## src/design/bsss_pkg.sv

```systemverilog
// Shared types and constants for the blower start/stop sequencer.
package bsss_pkg;

	typedef enum logic [2:0] {
		PH_SLEEP = 3'd0,
		PH_WAIT  = 3'd1,
		PH_START = 3'd2,
		PH_RUN   = 3'd3,
		PH_STOP  = 3'd4,
		PH_FAULT = 3'd5
	} phase_t;

	localparam logic [2:0] REG_NOMINAL_SPEED  = 3'd0;
	localparam logic [2:0] REG_SPINUP_SPEED   = 3'd1;
	localparam logic [2:0] REG_STOPPED_SPEED  = 3'd2;
	localparam logic [2:0] REG_WAIT_DELAY_MS  = 3'd3;
	localparam logic [2:0] REG_START_LIMIT_MS = 3'd4;
	localparam logic [2:0] REG_FAULT_HOLD_MS  = 3'd5;

	localparam logic [15:0] NOMINAL_SPEED_RST  = 16'd3000;
	localparam logic [15:0] SPINUP_SPEED_RST   = 16'd1000;
	localparam logic [15:0] STOPPED_SPEED_RST  = 16'd200;
	localparam logic [15:0] WAIT_DELAY_MS_RST  = 16'd300;
	localparam logic [15:0] START_LIMIT_MS_RST = 16'd10000;
	localparam logic [15:0] FAULT_HOLD_MS_RST  = 16'd5000;

	typedef struct packed {
		logic [15:0] nominal_speed;
		logic [15:0] spinup_speed;
		logic [15:0] stopped_speed;
		logic [15:0] wait_delay_ms;
		logic [15:0] start_limit_ms;
		logic [15:0] fault_hold_ms;
	} cfg_t;

	typedef struct packed {
		logic        run_request;
		logic [15:0] measured_speed;
		logic        drive_error;
		logic [7:0]  elapsed_ms;
	} step_in_t;

	typedef struct packed {
		phase_t      phase;
		logic [15:0] countdown_ms;
		logic        start_failed;
	} seq_state_t;

	typedef struct packed {
		logic        drive_enable;
		logic [15:0] speed_reference;
	} drive_cmd_t;

endpackage

```

## src/design/bsss_step.sv

```systemverilog
// Combinational next-state and command logic for one control step.
module bsss_step
	import bsss_pkg::*;
(
	input  cfg_t       cfg,
	input  step_in_t   item,
	input  seq_state_t cur,
	output seq_state_t nxt,
	output drive_cmd_t cmd
);

	logic [15:0] cnt_dec;
	logic        expired;

	always_comb begin
		if (cur.countdown_ms > {8'd0, item.elapsed_ms}) begin
			cnt_dec = cur.countdown_ms - {8'd0, item.elapsed_ms};
		end else begin
			cnt_dec = 16'd0;
		end
	end

	assign expired = (cnt_dec == 16'd0);

	always_comb begin
		nxt.phase        = cur.phase;
		nxt.countdown_ms = cnt_dec;
		nxt.start_failed = cur.start_failed;
		case (cur.phase)
			PH_WAIT: begin
				if (expired) begin
					nxt.phase        = PH_START;
					nxt.countdown_ms = cfg.start_limit_ms;
				end
			end
			PH_START: begin
				if (expired) begin
					nxt.phase        = PH_FAULT;
					nxt.start_failed = 1'b1;
					nxt.countdown_ms = cfg.fault_hold_ms;
				end else if (item.measured_speed > cfg.spinup_speed) begin
					nxt.phase        = PH_RUN;
					nxt.start_failed = 1'b0;
				end
			end
			PH_RUN: begin
				if (item.drive_error) begin
					nxt.phase = PH_FAULT;
				end else if (!item.run_request) begin
					nxt.phase = PH_STOP;
				end
			end
			PH_STOP: begin
				if (item.measured_speed < cfg.stopped_speed) begin
					nxt.phase = PH_SLEEP;
				end
			end
			PH_FAULT: begin
				if (!(cur.start_failed && !expired)) begin
					nxt.start_failed = 1'b0;
					if (!item.drive_error) begin
						nxt.phase = PH_SLEEP;
					end
				end
			end
			default: begin
				nxt.phase = PH_SLEEP;
				if (item.run_request) begin
					nxt.phase        = PH_WAIT;
					nxt.countdown_ms = cfg.wait_delay_ms;
				end
			end
		endcase
	end

	always_comb begin
		cmd.drive_enable    = 1'b0;
		cmd.speed_reference = 16'd0;
		case (cur.phase)
			PH_WAIT, PH_STOP: begin
				cmd.drive_enable = 1'b1;
			end
			PH_START, PH_RUN: begin
				cmd.drive_enable    = 1'b1;
				cmd.speed_reference = cfg.nominal_speed;
			end
			default: begin
				cmd.drive_enable    = 1'b0;
				cmd.speed_reference = 16'd0;
			end
		endcase
	end

endmodule

```

## src/design/blower_start_stop_sequencer.sv

```systemverilog
// Top level of the blower start/stop sequencer: registers, handshake and configuration.
// An accepted beat goes from the input register through the step logic into the result register.
// Throughput: one beat per cycle while out_stall does not hold a full result register.
// The input register is stalled only while it holds a beat and the result register is stalled.
// Reset: arst_n clears the state to sleep, the timer and the start-failed flag to zero,
// and loads the configuration registers with their default values.
module blower_start_stop_sequencer
	import bsss_pkg::*;
(
	input  logic        clk,
	input  logic        arst_n,
	input  logic        in_valid,
	output logic        in_stall,
	input  logic        run_request,
	input  logic [15:0] measured_speed,
	input  logic        drive_error,
	input  logic [7:0]  elapsed_ms,
	output logic        out_valid,
	input  logic        out_stall,
	output logic        drive_enable,
	output logic [15:0] speed_reference,
	output logic [2:0]  phase,
	output logic        start_failed,
	input  logic        cfg_write,
	input  logic [2:0]  cfg_index,
	input  logic [15:0] cfg_wdata
);

	cfg_t       cfg_q;
	step_in_t   item_s1;
	logic       valid_s1;
	seq_state_t state_q;
	seq_state_t state_nxt;
	drive_cmd_t cmd;
	logic       out_valid_q;
	drive_cmd_t cmd_q;
	seq_state_t res_q;
	logic       advance;

	assign advance  = valid_s1 && (!out_valid_q || !out_stall);
	assign in_stall = valid_s1 && !advance;

	always_ff @(posedge clk or negedge arst_n) begin
		if (!arst_n) begin
			cfg_q.nominal_speed  <= NOMINAL_SPEED_RST;
			cfg_q.spinup_speed   <= SPINUP_SPEED_RST;
			cfg_q.stopped_speed  <= STOPPED_SPEED_RST;
			cfg_q.wait_delay_ms  <= WAIT_DELAY_MS_RST;
			cfg_q.start_limit_ms <= START_LIMIT_MS_RST;
			cfg_q.fault_hold_ms  <= FAULT_HOLD_MS_RST;
		end else if (cfg_write) begin
			case (cfg_index)
				REG_NOMINAL_SPEED:  cfg_q.nominal_speed  <= cfg_wdata;
				REG_SPINUP_SPEED:   cfg_q.spinup_speed   <= cfg_wdata;
				REG_STOPPED_SPEED:  cfg_q.stopped_speed  <= cfg_wdata;
				REG_WAIT_DELAY_MS:  cfg_q.wait_delay_ms  <= cfg_wdata;
				REG_START_LIMIT_MS: cfg_q.start_limit_ms <= cfg_wdata;
				REG_FAULT_HOLD_MS:  cfg_q.fault_hold_ms  <= cfg_wdata;
				default: ;
			endcase
		end
	end

	always_ff @(posedge clk or negedge arst_n) begin
		if (!arst_n) begin
			valid_s1 <= 1'b0;
		end else if (!in_stall) begin
			valid_s1 <= in_valid;
		end
	end

	always_ff @(posedge clk) begin
		if (in_valid && !in_stall) begin
			item_s1.run_request    <= run_request;
			item_s1.measured_speed <= measured_speed;
			item_s1.drive_error    <= drive_error;
			item_s1.elapsed_ms     <= elapsed_ms;
		end
	end

	bsss_step u_step (
		.cfg  (cfg_q),
		.item (item_s1),
		.cur  (state_q),
		.nxt  (state_nxt),
		.cmd  (cmd)
	);

	always_ff @(posedge clk or negedge arst_n) begin
		if (!arst_n) begin
			state_q.phase        <= PH_SLEEP;
			state_q.countdown_ms <= 16'd0;
			state_q.start_failed <= 1'b0;
		end else if (advance) begin
			state_q <= state_nxt;
		end
	end

	always_ff @(posedge clk or negedge arst_n) begin
		if (!arst_n) begin
			out_valid_q <= 1'b0;
		end else if (!out_valid_q || !out_stall) begin
			out_valid_q <= valid_s1;
		end
	end

	always_ff @(posedge clk) begin
		if (advance) begin
			cmd_q <= cmd;
			res_q <= state_nxt;
		end
	end

	assign out_valid       = out_valid_q;
	assign drive_enable    = cmd_q.drive_enable;
	assign speed_reference = cmd_q.speed_reference;
	assign phase           = res_q.phase;
	assign start_failed    = res_q.start_failed;

`ifndef SYNTHESIS
	a_state_holds_without_step: assert property (@(posedge clk) disable iff (!arst_n)
		!advance |=> $stable(state_q))
		else $error("Sequencer state changed without a step.");

	a_reference_needs_enable: assert property (@(posedge clk) disable iff (!arst_n)
		out_valid && (speed_reference != 16'd0) |-> drive_enable)
		else $error("Nonzero speed reference issued with the drive disabled.");

	a_flag_only_in_fault: assert property (@(posedge clk) disable iff (!arst_n)
		out_valid && start_failed |-> (phase == PH_FAULT))
		else $error("Start-failed flag reported outside the fault state.");

	a_step_fills_output: assert property (@(posedge clk) disable iff (!arst_n)
		advance |=> out_valid)
		else $error("A completed step did not reach the result register.");
`endif

endmodule
```

## config.mk

```make
export PLATFORM = sky130hd
export DESIGN_NAME = blower_start_stop_sequencer
export DESIGN_NICKNAME = d
export VERILOG_FILES = /design/src/design/bsss_pkg.sv /design/src/design/bsss_step.sv /design/src/design/blower_start_stop_sequencer.sv
export SDC_FILE = /design/constraint.sdc
export NUM_CORES = 1
export LEC_CHECK = 0
export BUFFER_PORTS_ARGS = -buffer_cell sky130_fd_sc_hd__buf_4
export CORE_UTILIZATION = 45
export CTS_BUF_LIST = sky130_fd_sc_hd__clkbuf_4
export DETAILED_ROUTE_END_ITERATION = 10
export SETUP_SLACK_MARGIN = 0.05
export SYNTH_ARGS = -nofsm -noshare
export SYNTH_HDL_FRONTEND = slang
export SYNTH_SLANG_ARGS = --single-unit
```

## constraint.sdc

```tcl
create_clock -name clk -period 4 [get_ports clk]
set_clock_uncertainty 0.15 [all_clocks]
set_input_delay 0.2 -clock clk [delete_from_list [all_inputs] [get_ports clk]]
set_output_delay 0.2 -clock clk [all_outputs]
set_load 0.02 [all_outputs]
```

==> key figures <==
Global route
  – GRT Resource Usage Total: 0.225
  – First-pass GRT wire length: 31.7 mm
  – Initial antenna violation count: 1
  – Vias in the first global route: approximately 6.0k
  – GR Util met2: 0.374
  – M3 GR Usage: 0.0412
  – Largest net degree at the start of global routing: 61
  – Busiest layer in global routing: met2
  – Grt met1 use: 0.302
  – Overflow after GRT: 0

Layout
  – Commonest non-fill, non-tap cells in the layout: 88 x dfrtp_1, 83 x buf_4, 66 x mux2_2
  – # fillers: around 1.6k
  – Post-layout nets: between 900 and 1k
  – Non-Filler Instances: approximately 1.1k
  – Commonest non-fill, non-tap cell in the layout: dfrtp_1
  – P&R area growth vs syn: 19.7%
  – Share of cells above drive strength 1: 0.262

Timing
  – Setup Viol. Count Final: 0
  – Max Slew Vio Count: 0
  – FMAX: just under 300 MHz
  – Rel. slew slack: 0.283
  – Minimum clock period: between 3 and 4 ns
  – Final period utilization: 0.843
  – Sum Neg Setup Slack: 0 ns
  – Hold Vio Cnt, Final: 0
  – Worst slew pin tran: ~1.1 ns
  – RSZ-0062 raised after global routing: no

Synth
  – Post-synth EDFFs: 47
  – Post-synthesis async set-or-reset flop share: 0.715
  – Area contributors post-synth: dfrtp_1 27%, edfxtp_1 17%, dfstp_2 9.5%, mux2_2 9.0%, ha_1 6.2%
  – Syn. warnings: 0
  – Post-synth top area share: 0.267
  – Post-Syn Area: around 8300 sq um
  – Synth unique cells: 67
  – Post-Synthesis Cells: 736
  – Synth Flop Type: dfrtp_1
  – Syn_nets: 828
  – Synthesis-stage register bit count: about 170
  – Area leader, netlist: dfrtp_1
  – Average size of a mapped cell: about 11 sq um
  – Seq/Total Area, Yosys: 0.533

Drt
  – Vias per inst: roughly 5.5
  – First-pass DRT Iterations: 4
  – Vias: ~6k
  – Post-DRT Antenna Nets: 0
  – Routed wire length: approximately 20 mm
  – Drt drc: 0
  – Drt wl/cell: roughly 18 um
  – DRT iter0 DRCs: between 400 and 500

Worst setup path
  – Worst path bufs/invs: 2
  – Top cell family by delay on the critical path: compound AO/OA/AOI/OAI gates
  – CP cell instances: inv_1, ha_1, inv_1, fa_1, a211oi_2, nor3_2, nor3_4, nor3_1, mux2_4, o2111ai_1, a41oi_1, a21boi_1
  – Crit-path max cell delay: about 0.47 ns
  – Critical Path Fanout Max: 7
  – Kind of critical path: reg -> reg
  – WP data required: around 4.3 ns
  – Crit-path most repeated cell: inv_1
  – Startpoint Class: flip-flop
  – CP arrival: 3.63 ns
  – CP Capture Type: flip-flop
  – Crit-path slowest cell: o2111ai_1

Placement
  – Cell count after placement: 1013
  – I/O Buffers: 72
  – DP HPWL: 13.9 mm
  – Placer congestion estimate: a little under 0.9

Floorplanning
  – # IOs: between 70 and 80
  – Placeable Area: 18000 sq um
  – Die Area: between 15000 and 20000 sq um
  – Die width: about 140 um
  – FP Rows: around 50
  – Die Ht: 138 um
  – Starting Density: 0.460

Job
  – Max Cap Viol: 0

Pwr
  – Power per cell area: roughly 530 nW/um^2
  – IR drop worst, VDD: roughly 0.00032 V
  – Lkg Pwr: around 0.0042 uW

CTS
  – Cts bufs inserted: 17
  – Worst-case clock buffer depth: 2
  – Max H-tree Level: 4
  – CTS-repair resized insts: 0
  – CTS tree: built
  – Clock sink total: 165
  – Root buffer selected by CTS: clkbuf_4
  – Clk_lat worst skew: 0.56 ns
  – Clk pin slew, worst setup/hold paths: ~0.14 ns

Min path
  – Hold WC Path Type: in -> async

Run status
  – Status: complete, no violations
==> area by class of cell <==
cell class	count	area [sq um]	area share
sequential	165	4400	0.445
multi-input combinational	486	3560	0.360
timing repair buffer	133	1120	0.114
tap	229	287	0.0290
inverter	50	188	0.0190
clock inverter	13	180	0.0182
clock buffer	19	143	0.0144
antenna	1	2.50	0.000253
==> Yosys cell counts, drive strengths merged (11+ instances only) <==
cell type	count
edfxtp	47
o21ai	69
a21oi	37
and2	21
clkbuf	29
ha	41
dfstp	30
dfrtp	88
inv	50
nor3	16
mux2	67
nor2	36
a21o	11
nand2	62
a22o	13
==> per-layer routing <==
metal | share of wire | vias up
li1 | - | 2897
met1 | 0.47 | 2940
met2 | 0.49 | 130
met3 | 0.035 | 17
met4 | 0.011 | 0
met5 | 0 | -
==> kinds of logic after synthesis <==
family / Yosys count / share of synthesized area
AO/OA/AOI/OAI: 186 / 0.146
AND/OR/NAND/NOR: 179 / 0.112
flip-flops: 165 / 0.533
buffers and inverters: 85 / 0.0412
multiplexers: 67 / 0.0918
adder cells (fa/ha/maj): 42 / 0.0645
XOR/XNOR: 12 / 0.0127
==> path summary, 6_finish.rpt <==
check                              end               start  cells past startpoint  slack (ns)
max in group asynchronous    cfg_q[89]              arst_n                      3        2.60
max reg2reg                   phase[2]          state_q[1]                     12        0.63
max                           phase[2]          state_q[1]                     12        0.63
min in group clk           item_s1[20]  measured_speed[11]                      2        0.21
min reg2reg                  cfg_q[90]           cfg_q[90]                      1        0.37
min                          cfg_q[95]              arst_n                      2        0.11
==> worst reg2reg max path, delay by kind of cell (launching register included) <==
family,cells,cell delay (ns)
AO/OA/AOI/OAI,4,1.17
adder cells (fa/ha/maj),2,0.60
buffers and inverters,2,0.12
flip-flops,1,0.40
multiplexers,1,0.29
AND/OR/NAND/NOR,3,0.53
==> flip-flops by register name, indices dropped and copies added (netlist names), 3 cells and up <==
| name | cells |
|---|---|
| state_q | 20 |
| phase | 3 |
| speed_reference | 16 |
| item_s1 | 26 |
| cfg_q | 96 |
==> metrics by stage <==
step / worst slack [ns] / hold slack [ns] / area (sq um) / total power [uW] / utilization
after floorplan: 0.965 / -0.246 / 8260 / 3660 / -
after global placement: 0.759 / 0.170 / 9060 / 4110 / 0.505
after detailed placement: 0.670 / 0.193 / 9060 / 4160 / 0.505
after CTS: 0.643 / 0.0965 / 9890 / 5310 / 0.550
after global routing: 0.442 / 0.139 / 9890 / 5640 / 0.551
final: 0.629 / 0.113 / 9890 / 5290 / 0.551
==> timing repair <==
action,in CTS,in global routing
hold buffers,50,0
buffers inserted,0,0
endpoints found under the hold margin,174,0
==> where the power goes <==
| group | switching (uW) | total, uW | internal, uW |
|---|---|---|---|
| combinational | 994 | 1790 | 798 |
| sequential | 259 | 2390 | 2130 |
| clock | 592 | 1100 | 510 |
| total | 1850 | 5290 | 3440 |
Note: power is estimated with default switching activity, not from simulation.
